<file path="src/mcv_pkg.sv">
`default_nettype none
package mcv_pkg;

	localparam int MCV_MAX_LOCKS = 16;
	localparam int MCV_MAX_PROCS = 16;

	// request codes
	typedef enum logic [2:0] {
		CMD_LOCK    = 3'd0,
		CMD_UNLOCK  = 3'd1,
		CMD_WAIT    = 3'd2,
		CMD_BCAST   = 3'd3,
		CMD_UNPAUSE = 3'd4,
		CMD_TERM    = 3'd5
	} cmd_t;

	// reply codes
	typedef enum logic [2:0] {
		ST_OK          = 3'd0,
		ST_NOT_OWNER   = 3'd1,
		ST_INVALID     = 3'd2,
		ST_INTERRUPTED = 3'd3,
		ST_NO_SPACE    = 3'd4
	} status_t;

	// reply destination select
	typedef enum logic [1:0] {
		DS_CALLER = 2'd0,
		DS_TARGET = 2'd1,
		DS_ACQ    = 2'd2,
		DS_QJ     = 2'd3
	} dsel_t;

	// controller to datapath
	typedef struct packed {
		logic    rdy;
		logic    set_acq_req;
		logic    set_acq_wait;
		logic    i_clr;
		logic    i_inc;
		logic    j_clr;
		logic    j_inc;
		logic    latch_k;
		logic    held_append;
		logic    held_drop_k;
		logic    held_hand;
		logic    q_append;
		logic    q_drop_i;
		logic    q_drop_j;
		logic    w_append;
		logic    w_drop_i;
		logic    emit;
		dsel_t   dsel;
		status_t est;
		logic    flush;
	} dp_cmd_t;

	// datapath to controller
	typedef struct packed {
		logic       req_valid;
		logic [2:0] cmd;
		logic       i_lt_h;
		logic       i_lt_q;
		logic       i_lt_w;
		logic       j_lt_h;
		logic       j_lt_q;
		logic       hit_acq_j;
		logic       hit_own_i;
		logic       tgt_h_i;
		logic       hit_rel_j;
		logic       tgt_q_i;
		logic       cond_w_i;
		logic       tgt_w_i;
		logic       h_full;
		logic       q_full;
		logic       w_full;
		logic       emit_ok;
		logic       pend_v;
	} dp_sts_t;

endpackage
`default_nettype wire

</file>
<file path="src/mcv_req_if.sv">
`default_nettype none
interface mcv_req_if;
	logic        valid;
	logic        ready;
	logic [2:0]  cmd;
	logic [15:0] lock_id;
	logic [15:0] cond_id;
	logic [3:0]  caller_proc;
	logic [3:0]  target_proc;

	modport source (output valid, cmd, lock_id, cond_id, caller_proc, target_proc,
		input ready);
	modport sink (input valid, cmd, lock_id, cond_id, caller_proc, target_proc,
		output ready);
endinterface
`default_nettype wire

</file>
<file path="src/mcv_rsp_if.sv">
`default_nettype none
interface mcv_rsp_if;
	logic       valid;
	logic       ready;
	logic [3:0] dest_proc;
	logic [2:0] status;
	logic       last;

	modport source (output valid, dest_proc, status, last, input ready);
	modport sink (input valid, dest_proc, status, last, output ready);
endinterface
`default_nettype wire

</file>
<file path="src/mutex_condvar_manager.sv">
// Lock manager: held-lock table, lock-waiter FIFO and condition waiter list.
// One request at a time; each table search steps one entry per cycle.
// A reply waits while the output register is full, which stalls the sequencer.
// A new request is taken the cycle after the previous one ends; replies leave via
// an output register. Reset (arst_n low) empties all three stores at once.
`default_nettype none
module mutex_condvar_manager import mcv_pkg::*; #(
	parameter int MAX_LOCKS = MCV_MAX_LOCKS,
	parameter int MAX_PROCS = MCV_MAX_PROCS
) (
	input wire logic  clk,
	input wire logic  arst_n,
	mcv_req_if.sink   req,
	mcv_rsp_if.source rsp
);

	dp_cmd_t dp_cmd;
	dp_sts_t dp_sts;

	mcv_ctrl u_ctrl (
		.clk    (clk),
		.arst_n (arst_n),
		.sts    (dp_sts),
		.cmd    (dp_cmd)
	);

	mcv_datapath #(
		.MAX_LOCKS (MAX_LOCKS),
		.MAX_PROCS (MAX_PROCS)
	) u_datapath (
		.clk    (clk),
		.arst_n (arst_n),
		.req    (req),
		.rsp    (rsp),
		.cmd    (dp_cmd),
		.sts    (dp_sts)
	);

endmodule
`default_nettype wire

</file>
<file path="src/mcv_datapath.sv">
`default_nettype none
module mcv_datapath import mcv_pkg::*; #(
	parameter int MAX_LOCKS = MCV_MAX_LOCKS,
	parameter int MAX_PROCS = MCV_MAX_PROCS
) (
	input  wire logic    clk,
	input  wire logic    arst_n,
	mcv_req_if.sink      req,
	mcv_rsp_if.source    rsp,
	input  wire dp_cmd_t cmd,
	output dp_sts_t      sts
);

	localparam int HCW = $clog2(MAX_LOCKS + 1);
	localparam int PCW = $clog2(MAX_PROCS + 1);
	localparam int IW  = (HCW > PCW) ? HCW : PCW;
	localparam int HIW = (MAX_LOCKS > 1) ? $clog2(MAX_LOCKS) : 1;
	localparam int PIW = (MAX_PROCS > 1) ? $clog2(MAX_PROCS) : 1;

	// stores
	logic [15:0] held_id_q   [MAX_LOCKS];
	logic [3:0]  held_own_q  [MAX_LOCKS];
	logic [15:0] q_lock_q    [MAX_PROCS];
	logic [3:0]  q_proc_q    [MAX_PROCS];
	logic [3:0]  w_proc_q    [MAX_PROCS];
	logic [15:0] w_lock_q    [MAX_PROCS];
	logic [15:0] w_cond_q    [MAX_PROCS];
	logic [HCW-1:0] hcnt_q;
	logic [PCW-1:0] qcnt_q;
	logic [PCW-1:0] wcnt_q;

	// request and work registers
	logic [2:0]  cmd_q;
	logic [15:0] lid_q, cid_q, acq_id_q, rel_id_q;
	logic [3:0]  caller_q, target_q, acq_p_q;
	logic [IW-1:0]  i_q, j_q;
	logic [HIW-1:0] k_q;

	// pending reply and output register
	logic       pend_v_q;
	logic [3:0] pend_dest_q;
	logic [2:0] pend_st_q;
	logic       out_v_q;
	logic [3:0] out_dest_q;
	logic [2:0] out_st_q;
	logic       out_last_q;

	logic [HIW-1:0] ih, jh;
	logic [PIW-1:0] iq, jq;
	logic           accept, out_free;
	logic [3:0]     emit_dest;

	assign ih = i_q[HIW-1:0];
	assign jh = j_q[HIW-1:0];
	assign iq = i_q[PIW-1:0];
	assign jq = j_q[PIW-1:0];

	assign req.ready = cmd.rdy;
	assign accept    = req.valid && cmd.rdy;
	assign out_free  = !out_v_q || rsp.ready;

	// status to the controller
	always_comb begin
		sts.req_valid = req.valid;
		sts.cmd       = cmd_q;
		sts.i_lt_h    = i_q < IW'(hcnt_q);
		sts.i_lt_q    = i_q < IW'(qcnt_q);
		sts.i_lt_w    = i_q < IW'(wcnt_q);
		sts.j_lt_h    = j_q < IW'(hcnt_q);
		sts.j_lt_q    = j_q < IW'(qcnt_q);
		sts.hit_acq_j = held_id_q[jh] == acq_id_q;
		sts.hit_own_i = (held_id_q[ih] == lid_q) && (held_own_q[ih] == caller_q);
		sts.tgt_h_i   = held_own_q[ih] == target_q;
		sts.hit_rel_j = q_lock_q[jq] == rel_id_q;
		sts.tgt_q_i   = q_proc_q[iq] == target_q;
		sts.cond_w_i  = w_cond_q[iq] == cid_q;
		sts.tgt_w_i   = w_proc_q[iq] == target_q;
		sts.h_full    = hcnt_q == HCW'(MAX_LOCKS);
		sts.q_full    = qcnt_q == PCW'(MAX_PROCS);
		sts.w_full    = wcnt_q == PCW'(MAX_PROCS);
		sts.emit_ok   = !pend_v_q || out_free;
		sts.pend_v    = pend_v_q;
	end

	// reply destination
	always_comb begin
		case (cmd.dsel)
			DS_CALLER: emit_dest = caller_q;
			DS_TARGET: emit_dest = target_q;
			DS_ACQ:    emit_dest = acq_p_q;
			default:   emit_dest = q_proc_q[jq];
		endcase
	end

	// request capture and scan registers
	always_ff @(posedge clk) begin
		if (accept) begin
			cmd_q    <= req.cmd;
			lid_q    <= req.lock_id;
			cid_q    <= req.cond_id;
			caller_q <= req.caller_proc;
			target_q <= req.target_proc;
		end
		if (cmd.set_acq_req) begin
			acq_id_q <= lid_q;
			acq_p_q  <= caller_q;
		end else if (cmd.set_acq_wait) begin
			acq_id_q <= w_lock_q[iq];
			acq_p_q  <= w_proc_q[iq];
		end
		if (cmd.latch_k) begin
			k_q      <= ih;
			rel_id_q <= held_id_q[ih];
		end
	end

	always_ff @(posedge clk or negedge arst_n) begin
		if (!arst_n) begin
			i_q <= '0;
			j_q <= '0;
		end else begin
			if (accept || cmd.i_clr) i_q <= '0;
			else if (cmd.i_inc)      i_q <= i_q + IW'(1);
			if (accept || cmd.j_clr) j_q <= '0;
			else if (cmd.j_inc)      j_q <= j_q + IW'(1);
		end
	end

	// held table: append, hand over, compact on drop
	always_ff @(posedge clk) begin
		if (cmd.held_drop_k) begin
			for (int e = 0; e < MAX_LOCKS - 1; e++) begin
				if (HIW'(e) >= k_q) begin
					held_id_q[e]  <= held_id_q[e + 1];
					held_own_q[e] <= held_own_q[e + 1];
				end
			end
		end
		if (cmd.held_append) begin
			held_id_q[hcnt_q[HIW-1:0]]  <= acq_id_q;
			held_own_q[hcnt_q[HIW-1:0]] <= acq_p_q;
		end
		if (cmd.held_hand) held_own_q[k_q] <= q_proc_q[jq];
	end

	// lock queue
	always_ff @(posedge clk) begin
		if (cmd.q_drop_i || cmd.q_drop_j) begin
			for (int e = 0; e < MAX_PROCS - 1; e++) begin
				if (PIW'(e) >= (cmd.q_drop_i ? iq : jq)) begin
					q_lock_q[e] <= q_lock_q[e + 1];
					q_proc_q[e] <= q_proc_q[e + 1];
				end
			end
		end
		if (cmd.q_append) begin
			q_lock_q[qcnt_q[PIW-1:0]] <= acq_id_q;
			q_proc_q[qcnt_q[PIW-1:0]] <= acq_p_q;
		end
	end

	// condition waiter list
	always_ff @(posedge clk) begin
		if (cmd.w_drop_i) begin
			for (int e = 0; e < MAX_PROCS - 1; e++) begin
				if (PIW'(e) >= iq) begin
					w_proc_q[e] <= w_proc_q[e + 1];
					w_lock_q[e] <= w_lock_q[e + 1];
					w_cond_q[e] <= w_cond_q[e + 1];
				end
			end
		end
		if (cmd.w_append) begin
			w_proc_q[wcnt_q[PIW-1:0]] <= caller_q;
			w_lock_q[wcnt_q[PIW-1:0]] <= lid_q;
			w_cond_q[wcnt_q[PIW-1:0]] <= cid_q;
		end
	end

	// fill counts
	always_ff @(posedge clk or negedge arst_n) begin
		if (!arst_n) begin
			hcnt_q <= '0;
			qcnt_q <= '0;
			wcnt_q <= '0;
		end else begin
			if (cmd.held_append)      hcnt_q <= hcnt_q + HCW'(1);
			else if (cmd.held_drop_k) hcnt_q <= hcnt_q - HCW'(1);
			if (cmd.q_append)                     qcnt_q <= qcnt_q + PCW'(1);
			else if (cmd.q_drop_i || cmd.q_drop_j) qcnt_q <= qcnt_q - PCW'(1);
			if (cmd.w_append)      wcnt_q <= wcnt_q + PCW'(1);
			else if (cmd.w_drop_i) wcnt_q <= wcnt_q - PCW'(1);
		end
	end

	// pending reply: held back one step so the final one can carry last
	always_ff @(posedge clk or negedge arst_n) begin
		if (!arst_n) begin
			pend_v_q <= 1'b0;
			out_v_q  <= 1'b0;
		end else begin
			if (cmd.emit)       pend_v_q <= 1'b1;
			else if (cmd.flush) pend_v_q <= 1'b0;
			if ((cmd.emit || cmd.flush) && pend_v_q) out_v_q <= 1'b1;
			else if (rsp.ready)                      out_v_q <= 1'b0;
		end
	end

	always_ff @(posedge clk) begin
		if (cmd.emit) begin
			pend_dest_q <= emit_dest;
			pend_st_q   <= cmd.est;
		end
		if ((cmd.emit || cmd.flush) && pend_v_q) begin
			out_dest_q <= pend_dest_q;
			out_st_q   <= pend_st_q;
			out_last_q <= cmd.flush;
		end
	end

	assign rsp.valid     = out_v_q;
	assign rsp.dest_proc = out_dest_q;
	assign rsp.status    = out_st_q;
	assign rsp.last      = out_last_q;

	// checks
	a_hcnt_range: assert property (@(posedge clk) disable iff (!arst_n)
		hcnt_q <= HCW'(MAX_LOCKS)) else $error("held count overrun");
	a_qcnt_range: assert property (@(posedge clk) disable iff (!arst_n)
		qcnt_q <= PCW'(MAX_PROCS)) else $error("queue count overrun");
	a_no_lost_reply: assert property (@(posedge clk) disable iff (!arst_n)
		((cmd.emit || cmd.flush) && pend_v_q) |-> out_free)
		else $error("reply pushed into busy output");
	a_append_room: assert property (@(posedge clk) disable iff (!arst_n)
		cmd.held_append |-> (hcnt_q != HCW'(MAX_LOCKS)))
		else $error("append to full held table");

endmodule
`default_nettype wire

</file>
<file path="src/mcv_ctrl.sv">
`default_nettype none
module mcv_ctrl import mcv_pkg::*; (
	input  wire logic    clk,
	input  wire logic    arst_n,
	input  wire dp_sts_t sts,
	output dp_cmd_t      cmd
);

	typedef enum logic [17:0] {
		S_IDLE      = 18'h00001,
		S_DISP      = 18'h00002,
		S_ACQ_SCAN  = 18'h00004,
		S_ACQ_Q     = 18'h00008,
		S_ACQ_GRANT = 18'h00010,
		S_OWN_SCAN  = 18'h00020,
		S_REL_SCAN  = 18'h00040,
		S_REL_HAND  = 18'h00080,
		S_REL_FREE  = 18'h00100,
		S_REL_RET   = 18'h00200,
		S_BC_SCAN   = 18'h00400,
		S_UP_QSCAN  = 18'h00800,
		S_UP_WSCAN  = 18'h01000,
		S_TQ_SCAN   = 18'h02000,
		S_TW_SCAN   = 18'h04000,
		S_TH_SCAN   = 18'h08000,
		S_FINISH    = 18'h10000,
		S_SPARE     = 18'h20000
	} state_t;

	state_t state_q, state_d;
	state_t acq_ret;
	logic   is_term;

	assign acq_ret = (sts.cmd == CMD_BCAST) ? S_BC_SCAN : S_FINISH;
	assign is_term = sts.cmd == CMD_TERM;

	// sequencer
	always_comb begin
		cmd     = '0;
		state_d = state_q;
		unique case (state_q)
			S_IDLE: begin
				cmd.rdy = 1'b1;
				if (sts.req_valid) state_d = S_DISP;
			end
			S_DISP: begin
				unique case (sts.cmd)
					CMD_LOCK: begin
						cmd.set_acq_req = 1'b1;
						state_d = S_ACQ_SCAN;
					end
					CMD_UNLOCK, CMD_WAIT: state_d = S_OWN_SCAN;
					CMD_BCAST: state_d = S_BC_SCAN;
					CMD_UNPAUSE: begin
						cmd.emit = 1'b1;
						cmd.dsel = DS_CALLER;
						cmd.est  = ST_OK;
						state_d  = S_UP_QSCAN;
					end
					CMD_TERM: begin
						cmd.emit = 1'b1;
						cmd.dsel = DS_CALLER;
						cmd.est  = ST_OK;
						state_d  = S_TQ_SCAN;
					end
					default: begin
						cmd.emit = 1'b1;
						cmd.dsel = DS_CALLER;
						cmd.est  = ST_INVALID;
						state_d  = S_FINISH;
					end
				endcase
			end
			// look for the lock among held entries
			S_ACQ_SCAN: begin
				if (sts.j_lt_h) begin
					if (sts.hit_acq_j) state_d = S_ACQ_Q;
					else cmd.j_inc = 1'b1;
				end else begin
					state_d = S_ACQ_GRANT;
				end
			end
			S_ACQ_Q: begin
				if (!sts.q_full) begin
					cmd.q_append = 1'b1;
					state_d = acq_ret;
				end else if (sts.emit_ok) begin
					cmd.emit = 1'b1;
					cmd.dsel = DS_ACQ;
					cmd.est  = ST_NO_SPACE;
					state_d  = acq_ret;
				end
			end
			S_ACQ_GRANT: begin
				if (sts.emit_ok) begin
					cmd.emit        = 1'b1;
					cmd.dsel        = DS_ACQ;
					cmd.est         = sts.h_full ? ST_NO_SPACE : ST_OK;
					cmd.held_append = !sts.h_full;
					state_d         = acq_ret;
				end
			end
			// ownership check for unlock and wait
			S_OWN_SCAN: begin
				if (sts.i_lt_h) begin
					if (sts.hit_own_i) begin
						if (sts.cmd == CMD_WAIT && sts.w_full) begin
							if (sts.emit_ok) begin
								cmd.emit = 1'b1;
								cmd.dsel = DS_CALLER;
								cmd.est  = ST_NO_SPACE;
								state_d  = S_FINISH;
							end
						end else begin
							cmd.latch_k = 1'b1;
							cmd.j_clr   = 1'b1;
							state_d     = S_REL_SCAN;
						end
					end else begin
						cmd.i_inc = 1'b1;
					end
				end else if (sts.emit_ok) begin
					cmd.emit = 1'b1;
					cmd.dsel = DS_CALLER;
					cmd.est  = (sts.cmd == CMD_UNLOCK) ? ST_NOT_OWNER : ST_INVALID;
					state_d  = S_FINISH;
				end
			end
			// release: find oldest waiter for the lock
			S_REL_SCAN: begin
				if (sts.j_lt_q) begin
					if (sts.hit_rel_j) state_d = S_REL_HAND;
					else cmd.j_inc = 1'b1;
				end else begin
					state_d = S_REL_FREE;
				end
			end
			S_REL_HAND: begin
				if (sts.emit_ok) begin
					cmd.held_hand = 1'b1;
					cmd.q_drop_j  = 1'b1;
					cmd.emit      = 1'b1;
					cmd.dsel      = DS_QJ;
					cmd.est       = ST_OK;
					cmd.i_inc     = is_term;
					state_d       = is_term ? S_TH_SCAN : S_REL_RET;
				end
			end
			S_REL_FREE: begin
				cmd.held_drop_k = 1'b1;
				state_d = is_term ? S_TH_SCAN : S_REL_RET;
			end
			S_REL_RET: begin
				if (sts.cmd == CMD_UNLOCK) begin
					if (sts.emit_ok) begin
						cmd.emit = 1'b1;
						cmd.dsel = DS_CALLER;
						cmd.est  = ST_OK;
						state_d  = S_FINISH;
					end
				end else begin
					cmd.w_append = 1'b1;
					state_d = S_FINISH;
				end
			end
			// broadcast: hand each waiter on the condition to the lock acquire path
			S_BC_SCAN: begin
				if (sts.i_lt_w) begin
					if (sts.cond_w_i) begin
						cmd.set_acq_wait = 1'b1;
						cmd.w_drop_i     = 1'b1;
						cmd.j_clr        = 1'b1;
						state_d          = S_ACQ_SCAN;
					end else begin
						cmd.i_inc = 1'b1;
					end
				end else if (sts.emit_ok) begin
					cmd.emit = 1'b1;
					cmd.dsel = DS_CALLER;
					cmd.est  = ST_OK;
					state_d  = S_FINISH;
				end
			end
			S_UP_QSCAN: begin
				if (sts.i_lt_q) begin
					if (sts.tgt_q_i) begin
						if (sts.emit_ok) begin
							cmd.q_drop_i = 1'b1;
							cmd.emit     = 1'b1;
							cmd.dsel     = DS_TARGET;
							cmd.est      = ST_INTERRUPTED;
							state_d      = S_FINISH;
						end
					end else begin
						cmd.i_inc = 1'b1;
					end
				end else begin
					cmd.i_clr = 1'b1;
					state_d = S_UP_WSCAN;
				end
			end
			S_UP_WSCAN: begin
				if (sts.i_lt_w) begin
					if (sts.tgt_w_i) begin
						if (sts.emit_ok) begin
							cmd.w_drop_i = 1'b1;
							cmd.emit     = 1'b1;
							cmd.dsel     = DS_TARGET;
							cmd.est      = ST_INTERRUPTED;
							state_d      = S_FINISH;
						end
					end else begin
						cmd.i_inc = 1'b1;
					end
				end else begin
					state_d = S_FINISH;
				end
			end
			// terminate: purge queue, then waiters, then held locks
			S_TQ_SCAN: begin
				if (sts.i_lt_q) begin
					if (sts.tgt_q_i) cmd.q_drop_i = 1'b1;
					else cmd.i_inc = 1'b1;
				end else begin
					cmd.i_clr = 1'b1;
					state_d = S_TW_SCAN;
				end
			end
			S_TW_SCAN: begin
				if (sts.i_lt_w) begin
					if (sts.tgt_w_i) cmd.w_drop_i = 1'b1;
					else cmd.i_inc = 1'b1;
				end else begin
					cmd.i_clr = 1'b1;
					state_d = S_TH_SCAN;
				end
			end
			S_TH_SCAN: begin
				if (sts.i_lt_h) begin
					if (sts.tgt_h_i) begin
						cmd.latch_k = 1'b1;
						cmd.j_clr   = 1'b1;
						state_d     = S_REL_SCAN;
					end else begin
						cmd.i_inc = 1'b1;
					end
				end else begin
					state_d = S_FINISH;
				end
			end
			// push the held-back reply marked last
			S_FINISH: begin
				if (!sts.pend_v) begin
					state_d = S_IDLE;
				end else if (sts.emit_ok) begin
					cmd.flush = 1'b1;
					state_d = S_IDLE;
				end
			end
			default: state_d = S_IDLE;
		endcase
	end

	always_ff @(posedge clk or negedge arst_n) begin
		if (!arst_n) state_q <= S_IDLE;
		else         state_q <= state_d;
	end

	a_one_hot: assert property (@(posedge clk) disable iff (!arst_n)
		$onehot(state_q)) else $error("state not one-hot");
	a_idle_no_emit: assert property (@(posedge clk) disable iff (!arst_n)
		(state_q == S_IDLE) |-> !cmd.emit && !sts.pend_v)
		else $error("reply left pending in idle");
	a_accept_next: assert property (@(posedge clk) disable iff (!arst_n)
		(state_q == S_IDLE && sts.req_valid) |=> (state_q == S_DISP))
		else $error("accepted item not dispatched");

endmodule
`default_nettype wire
</file>
<file path="src/flat_wrapper.sv">
// flat-port wrapper written by rule: the top's interface ports become plain ports
module mutex_condvar_manager_flat import mcv_pkg::*;
#(
	parameter int MAX_LOCKS = MCV_MAX_LOCKS,
	parameter int MAX_PROCS = MCV_MAX_PROCS
)
  (clk, arst_n, req_valid, req_cmd, req_lock_id, req_cond_id, req_caller_proc, req_target_proc, req_ready, rsp_valid, rsp_dest_proc, rsp_status, rsp_last, rsp_ready);
  mcv_req_if req_i ();
  mcv_rsp_if rsp_i ();
  input wire logic clk;
  input wire logic arst_n;
  input wire logic [$bits(req_i.valid)-1:0] req_valid;
  input wire logic [$bits(req_i.cmd)-1:0] req_cmd;
  input wire logic [$bits(req_i.lock_id)-1:0] req_lock_id;
  input wire logic [$bits(req_i.cond_id)-1:0] req_cond_id;
  input wire logic [$bits(req_i.caller_proc)-1:0] req_caller_proc;
  input wire logic [$bits(req_i.target_proc)-1:0] req_target_proc;
  output wire logic [$bits(req_i.ready)-1:0] req_ready;
  output wire logic [$bits(rsp_i.valid)-1:0] rsp_valid;
  output wire logic [$bits(rsp_i.dest_proc)-1:0] rsp_dest_proc;
  output wire logic [$bits(rsp_i.status)-1:0] rsp_status;
  output wire logic [$bits(rsp_i.last)-1:0] rsp_last;
  input wire logic [$bits(rsp_i.ready)-1:0] rsp_ready;
  assign req_i.valid = req_valid;
  assign req_i.cmd = req_cmd;
  assign req_i.lock_id = req_lock_id;
  assign req_i.cond_id = req_cond_id;
  assign req_i.caller_proc = req_caller_proc;
  assign req_i.target_proc = req_target_proc;
  assign req_ready = req_i.ready;
  assign rsp_valid = rsp_i.valid;
  assign rsp_dest_proc = rsp_i.dest_proc;
  assign rsp_status = rsp_i.status;
  assign rsp_last = rsp_i.last;
  assign rsp_i.ready = rsp_ready;
  mutex_condvar_manager #(.MAX_LOCKS(MAX_LOCKS), .MAX_PROCS(MAX_PROCS)) u_core (.clk(clk), .arst_n(arst_n), .req(req_i), .rsp(rsp_i));
endmodule
</file>
<file path="config.mk">
export PLATFORM = sky130hd
export DESIGN_NAME = mutex_condvar_manager_flat
export DESIGN_NICKNAME = d
export VERILOG_FILES = /design/src/mcv_pkg.sv /design/src/mcv_req_if.sv /design/src/mcv_rsp_if.sv /design/src/mutex_condvar_manager.sv /design/src/mcv_datapath.sv /design/src/mcv_ctrl.sv /design/src/flat_wrapper.sv
export SDC_FILE = /design/constraint.sdc
export NUM_CORES = 2
export LEC_CHECK = 0
export BUFFER_PORTS_ARGS = -buffer_cell sky130_fd_sc_hd__buf_2
export CAP_MARGIN = 20
export CORE_ASPECT_RATIO = 0.7
export CORE_MARGIN = 5
export CORE_UTILIZATION = 50
export DETAILED_ROUTE_END_ITERATION = 6
export GPL_TIMING_DRIVEN = 0
export MAX_ROUTING_LAYER = met4
export PLACE_DENSITY = 0.76
export SLEW_MARGIN = 20
export SYNTH_ARGS = -nofsm -noshare
export SYNTH_HDL_FRONTEND = slang
export SYNTH_SLANG_ARGS = --single-unit
export TNS_END_PERCENT = 20
</file>
<file path="constraint.sdc">
create_clock -name clk -period 6.4 [get_ports clk]
set_input_delay 0.96 -clock clk [delete_from_list [all_inputs] [get_ports clk]]
set_output_delay 0.96 -clock clk [all_outputs]
set_load 0.05 [all_outputs]
</file>
* Word-level counts from Yosys, hierarchy flattened
Memory sizes are Yosys's and may differ from the RTL's. Cells that the tools add are included.
Word-level totals: bits in registers 143, latch bits 0, bits in writable memories 1216, ROM bits 0, input bits 47, output and inout bits 10, logic and storage cells 461, memories 7
Memory list:
- u_core.u_datapath.held_id_q | depth 16, width 16, read ports 17, clocked after Yosys merged registers in 0, write ports 15, line mcv_datapath.sv:21 | logic [15:0] held_id_q [MAX_LOCKS];
- u_core.u_datapath.q_lock_q | depth 16, width 16, read ports 16, clocked after Yosys merged registers in 0, write ports 15, line mcv_datapath.sv:23 | logic [15:0] q_lock_q [MAX_PROCS];
- u_core.u_datapath.w_cond_q | depth 16, width 16, read ports 16, clocked after Yosys merged registers in 0, write ports 15, line mcv_datapath.sv:27 | logic [15:0] w_cond_q [MAX_PROCS];
- u_core.u_datapath.w_lock_q | depth 16, width 16, read ports 16, clocked after Yosys merged registers in 0, write ports 15, line mcv_datapath.sv:26 | logic [15:0] w_lock_q [MAX_PROCS];
- u_core.u_datapath.held_own_q | depth 16, width 4, read ports 16, clocked after Yosys merged registers in 0, write ports 15, line mcv_datapath.sv:22 | logic [3:0] held_own_q [MAX_LOCKS];
- u_core.u_datapath.q_proc_q | depth 16, width 4, read ports 17, clocked after Yosys merged registers in 0, write ports 15, line mcv_datapath.sv:24 | logic [3:0] q_proc_q [MAX_PROCS];
- +1 memories
Cells by class: add/subtract/negate cells 8, multiply operators 0, divide/modulo/power cells 0, $lt $le $gt $ge 50, eq/ne operators 47, shifts and indexed selects 0, mux-type cells 290, bitwise gates (word level) 0, reductions and logical operators 37
Operator list (count):
- two-way mux 18 bit | 25
- case mux 18 bit (17 select lines) | 1
- two-way mux 1 bit | 197
- two-way mux 16 bit | 7
- two-way mux 6 bit | 15
- case mux 17 bit (5 select lines) | 1
- greater-or-equal comparator 4 bit (first input constant) | 21
- == test 16 bit | 4
- OR reduction 16 bit | 4
- two-way mux 4 bit | 15
- case mux 6 bit (9 select lines) | 1
- two-way mux 5 bit | 10
- greater-or-equal comparator 3 x 4 -> 1 bit (first input constant) | 12
- adder 5 x 1 -> 5 bit (second input constant) | 5
- < comparator 5 bit | 5
- greater-or-equal comparator 1 x 4 -> 1 bit (first input constant) | 6
- greater-or-equal comparator 2 x 4 -> 1 bit (first input constant) | 6
- two-way mux 7 bit | 3
- inequality test 3 bit (second input constant) | 7
- OR reduction 4 bit | 5
- == test 18 x 1 -> 1 bit (second input constant) | 1
- == test 18 x 10 -> 1 bit (second input constant) | 1
- == test 18 x 11 -> 1 bit (second input constant) | 1
- == test 18 x 12 -> 1 bit (second input constant) | 1
- 40 further kinds | 78

* Logic depth before layout (Yosys ltp)
depth in word-level cells 13, gate-level depth with buffers 15, gate-level depth less buffers 13

* Hierarchy
Synthesis repeated with hierarchy kept, for this count alone.
Second synthesis, totals: cells, all modules 4705, area, all modules 72236.8 um2
By module, submodules not included:
- mcv_datapath | times used 1, cells each 4455, area an instance 70385.0 um2, sequential area each 40133.5 um2
- mcv_ctrl | times used 1, cells each 250, area an instance 1851.8 um2, sequential area each 451.7 um2

* Worst setup path before layout
No wires, ideal clock.
path type register to register, start point register u_core.u_ctrl.state_q[14], end point memory u_core.u_datapath.w_cond_q[0][0], enable pin, library setup time 0.486 ns, arrival 4.938 ns, required time 5.914 ns, slack 0.976 ns, cell stages (with the launch flop) 9, buffers on the path 0, clock period less this slack 5.424 ns, cells stage by stage dfrtp_1 > or4_1 > nor3_1 > nand4_1 > nor2_1 > nand3b_1 > nor2_1 > nand3_1 > o32ai_1
RTL lines:
- start: declaration | line mcv_ctrl.sv:30 | state_t state_q, state_d;
- start signal: assignment | line mcv_ctrl.sv:266 | else state_q <= state_d;
- end: declaration | line mcv_datapath.sv:27

==> qor.csv <==
stage,metric,value,unit
die,die-area,152000,sq um
placement,place_hpwl,195000,microns
run,maxCapViolations,0,
cells_and_area,multi_input_area,30100,sq um
yosys,avgSynthCellArea,15.2,sq um
die,io-pin-count,57,
cts,cts_htree_levels,4,
timing,setup_viol,109,
placement,port_buffers,56,
yosys,synthCells,4735,
global_routing,grt_first_pass_wirelength,371000,microns
worst_setup_path,end_kind,register,
detailed_routing,drt_iter0_markers,9719,
detailed_routing,routed_wl,270000,microns
placement,gp_congestion,1.04,
worst_setup_path,start_kind,register,
global_routing,grt_start_max_net_pins,46,
worst_setup_path,cp_slowest_cell,dfrtp_1,
timing,slew-limit-headroom,5.88,%
detailed_routing,post-route-drc-count,5,
timing,fin_skew,0.0375,ns
run_status,status,"complete, but fails checks",
worst_setup_path,arrival,7.09,ns
die,start_util,50.4,%
yosys,yosysUniqueCellTypes,87,
detailed_routing,vias,50700,
worst_setup_path,path_buf_inv,6,
cts,clk-insertion-delay-late,0.83,ns
detailed_routing,viasPerCell,7.23,
worst_hold_path,min_path_type,in2async,
timing,period_share,103,%
global_routing,grt-ovfl-total,0,
die,core_area,143000,sq um
global_routing,grt_pass1_vias,47800,
power_and_ir_drop,ir_drop,0.000245,V
timing,period_needed,6.58,ns
power_and_ir_drop,p_per_area,238,nW/um^2
die,die_x,464,microns
worst_setup_path,path_cells,buf_2 -> buf_2 -> buf_4 -> mux4_2 -> mux2i_1 -> xor2_1 -> o211ai_1 -> nor4_1 -> a41oi_2 -> nor3_2 -> o21bai_1 -> buf_2 -> nand2_1 -> o22ai_4 -> buf_16 -> buf_16,
yosys,synth_xor_area_share,1.98,%
yosys,synthFlopType,edfxtp_1,
yosys,ys_async_sr_fraction,3.31,%
yosys,synth_seq_area_share,56.3,%
detailed_routing,drtAntennaViolNets,0,
timing,slew_viol_final,0,
cts,root_buffer,clkbuf_16,
worst_setup_path,max_stage_delay,0.66,ns
cts,clock_sink_count,1359,
power_and_ir_drop,power.total,19300,uW
worst_setup_path,cpMostUsedCell,buf_2,
yosys,synth_area_leaders,"edfxtp_1 (55%), mux2_2 (17%), mux4_2 (9.2%)",
detailed_routing,drt_pass1_iterations,7,
cts,worst_setup_hold_path_clk_slew,0.07,ns
die,fp.dieH,328,microns
yosys,synth_top_family_by_area,multiplexers,
worst_setup_path,path_delay_family,buffers and inverters,
worst_setup_path,cp_max_fo,13,
cells_and_area,final_cells,7011,
yosys,muxShareOfSynthArea,29.8,%
cells_and_area,synthToLayoutAreaGrowth,12.7,%
timing,clock.fmax,152,MHz
worst_setup_path,worstPathRequired,6.91,ns
cts,numCtsBuffers,137,
power_and_ir_drop,leakage,0.0264,uW
global_routing,grtUsageTotal,35.7,%
timing,worst_pin_slew,1.41,ns
die,rows,116,
yosys,syn_area,72100,sq um
placement,dp.cells,6749,
yosys,ys_seq_elements,1359,
cells_and_area,drive_above_1_share,38.2,%
yosys,post-synth-top-count-cell,edfxtp_1,
yosys,synthTopCellsByCount,"edfxtp_1 (1314), mux2_2 (1107), nand2_1 (305), mux4_2 (294), clkbuf_1 (229)",
yosys,yosys.area_share.adder,0.656,%
worst_setup_path,critical_path_class,reg2reg,
yosys,synth.top_cell.area_share,54.7,%
global_routing,antenna_found_initial,8,
cts,cts_tree,yes,
cells_and_area,fillers,11200,
cts,cts_max_path_buffers,3,
cts,cts-hold-fix-buffers,0,
yosys,synth-compound-area-share,4.31,%
yosys,synth_top_area_cell,edfxtp_1,
timing,setup_ws,-0.179,ns
yosys,syn_nets,4818,
detailed_routing,wl_per_cell,38.4,microns
cells_and_area,final-seq-area,40600,sq um
yosys,synth_edf_count,1314,
cells_and_area,fin_util,56.8,%
cells_and_area,fin_nets,5094,
timing,hold_violations,0,
yosys,yosysWarnings,0,
run_status,violations,"design-rule violations, negative setup slack",
yosys,synth_simple_gate_area_share,4.30,%
[cell type report]
| cell class | count | area share (%) |
|---|---|---|
| sequential | 1359 | 50.0 |
| multi-input combinational | 2939 | 37.0 |
| clock buffer | 168 | 4.44 |
| tap | 1888 | 2.91 |
| buffer | 391 | 2.22 |
| timing repair buffer | 139 | 2.06 |
| clock inverter | 79 | 1.18 |
| inverter | 44 | 0.206 |
| antenna | 4 | 0.0123 |
[metal layers]
layer  GRT usage [%]  up-vias  wire length, microns
met5               -        -                     0
met4            13.4        0                 12200
met2            45.0     4988                104000
met3            16.8      691                 51200
li1                -    19300                     -
met1            49.5    25700                102000
[registers in the layout, indices dropped and copies added (netlist names), 5 cells and up]
register	count
u_core.u_datapath.wcnt_q	5
u_core.u_datapath.acq_id_q	16
u_core.u_datapath.held_own_q	64
u_core.u_datapath.held_id_q	256
u_core.u_datapath.w_cond_q	256
u_core.u_datapath.lid_q	16
u_core.u_datapath.qcnt_q	5
u_core.u_datapath.q_lock_q	256
u_core.u_datapath.j_q	5
u_core.u_datapath.w_proc_q	64
u_core.u_ctrl.state_q	18
u_core.u_datapath.i_q	5
u_core.u_datapath.rel_id_q	16
u_core.u_datapath.hcnt_q	5
u_core.u_datapath.w_lock_q	256
u_core.u_datapath.cid_q	16
u_core.u_datapath.q_proc_q	64
[power breakdown]
group | total (uW) | switching (uW) | internal, uW
registers | 9770 | 88.7 | 9680
clock network | 8540 | 3790 | 4750
logic | 1040 | 718 | 318
[stage by stage]
step / setup TNS, ns / worst slack, ns / hold slack, ns / cell area [sq um]
CTS: 0 / 0.0784 / 0.192 / 81100
global route: -0.164 / -0.0326 / 0.247 / 81200
finish: -9.33 / -0.179 / 0.176 / 81200
floorplan: 0 / 0.976 / 0.400 / 72100
detailed placement: -126.08 / -0.671 / 0.417 / 76400
global placement: -1676.78 / -4.22 / 0.431 / 74700
[placed cells by master (no fill, tap or decap), types with 58 or more instances in the layout]
| master | instances |
|---|---|
| nand2_1 | 297 |
| mux2i_1 | 220 |
| mux2_2 | 1107 |
| buf_2 | 122 |
| xor2_1 | 72 |
| mux4_2 | 294 |
| clkbuf_1 | 248 |
| nor2_1 | 88 |
| edfxtp_1 | 1314 |
| o21ai_0 | 131 |
| buf_4 | 58 |
| clkbuf_16 | 139 |
| xnor2_1 | 88 |
[cell families after synthesis]
family,after synthesis
xor gates and xnor gates,163
muxes,1636
DFF,1359
buffers and inverters,437
and+or+nand+nor,643
other,1
AOI/OAI and AO/OA,460
adders and majority gates,36
[worst register-to-register path, stage by stage, from the launching register on]
cell      delay [ns]
dfrtp_1         0.66
buf_2           0.43
buf_2           0.54
buf_4           0.46
mux4_2          0.39
mux2i_1         0.18
xor2_1          0.55
o211ai_1        0.25
nor4_1          0.34
a41oi_2         0.20
nor3_2          0.38
o21bai_1        0.29
buf_2           0.39
nand2_1         0.35
o22ai_4         0.44
buf_16          0.22
buf_16          0.18
[timing repair]
action	4_1_cts	5_1_grt
pin swaps	3	0
buffers inserted	8	0
setup endpoints to repair	470	228
resized for setup	10	9
[worst paths after layout]
check | start | end | slack, ns | cells after the start
max | u_core.u_datapath.i_q[1] | u_core.u_datapath.w_lock_q[1][8] | -0.18 | 16
min | arst_n | u_core.u_datapath.j_q[3] | 0.18 | 1
max reg2reg | u_core.u_datapath.i_q[1] | u_core.u_datapath.w_lock_q[1][8] | -0.18 | 16
min reg2reg | u_core.u_datapath.pend_dest_q[2] | u_core.u_datapath.rsp.dest_proc[2] | 0.43 | 0
max in group asynchronous | arst_n | u_core.u_ctrl.state_q[7] | 5.70 | 1
min in group clk | req_cond_id[14] | u_core.u_datapath.cid_q[14] | 0.31 | 1
Power figures use the tool's default switching activity.
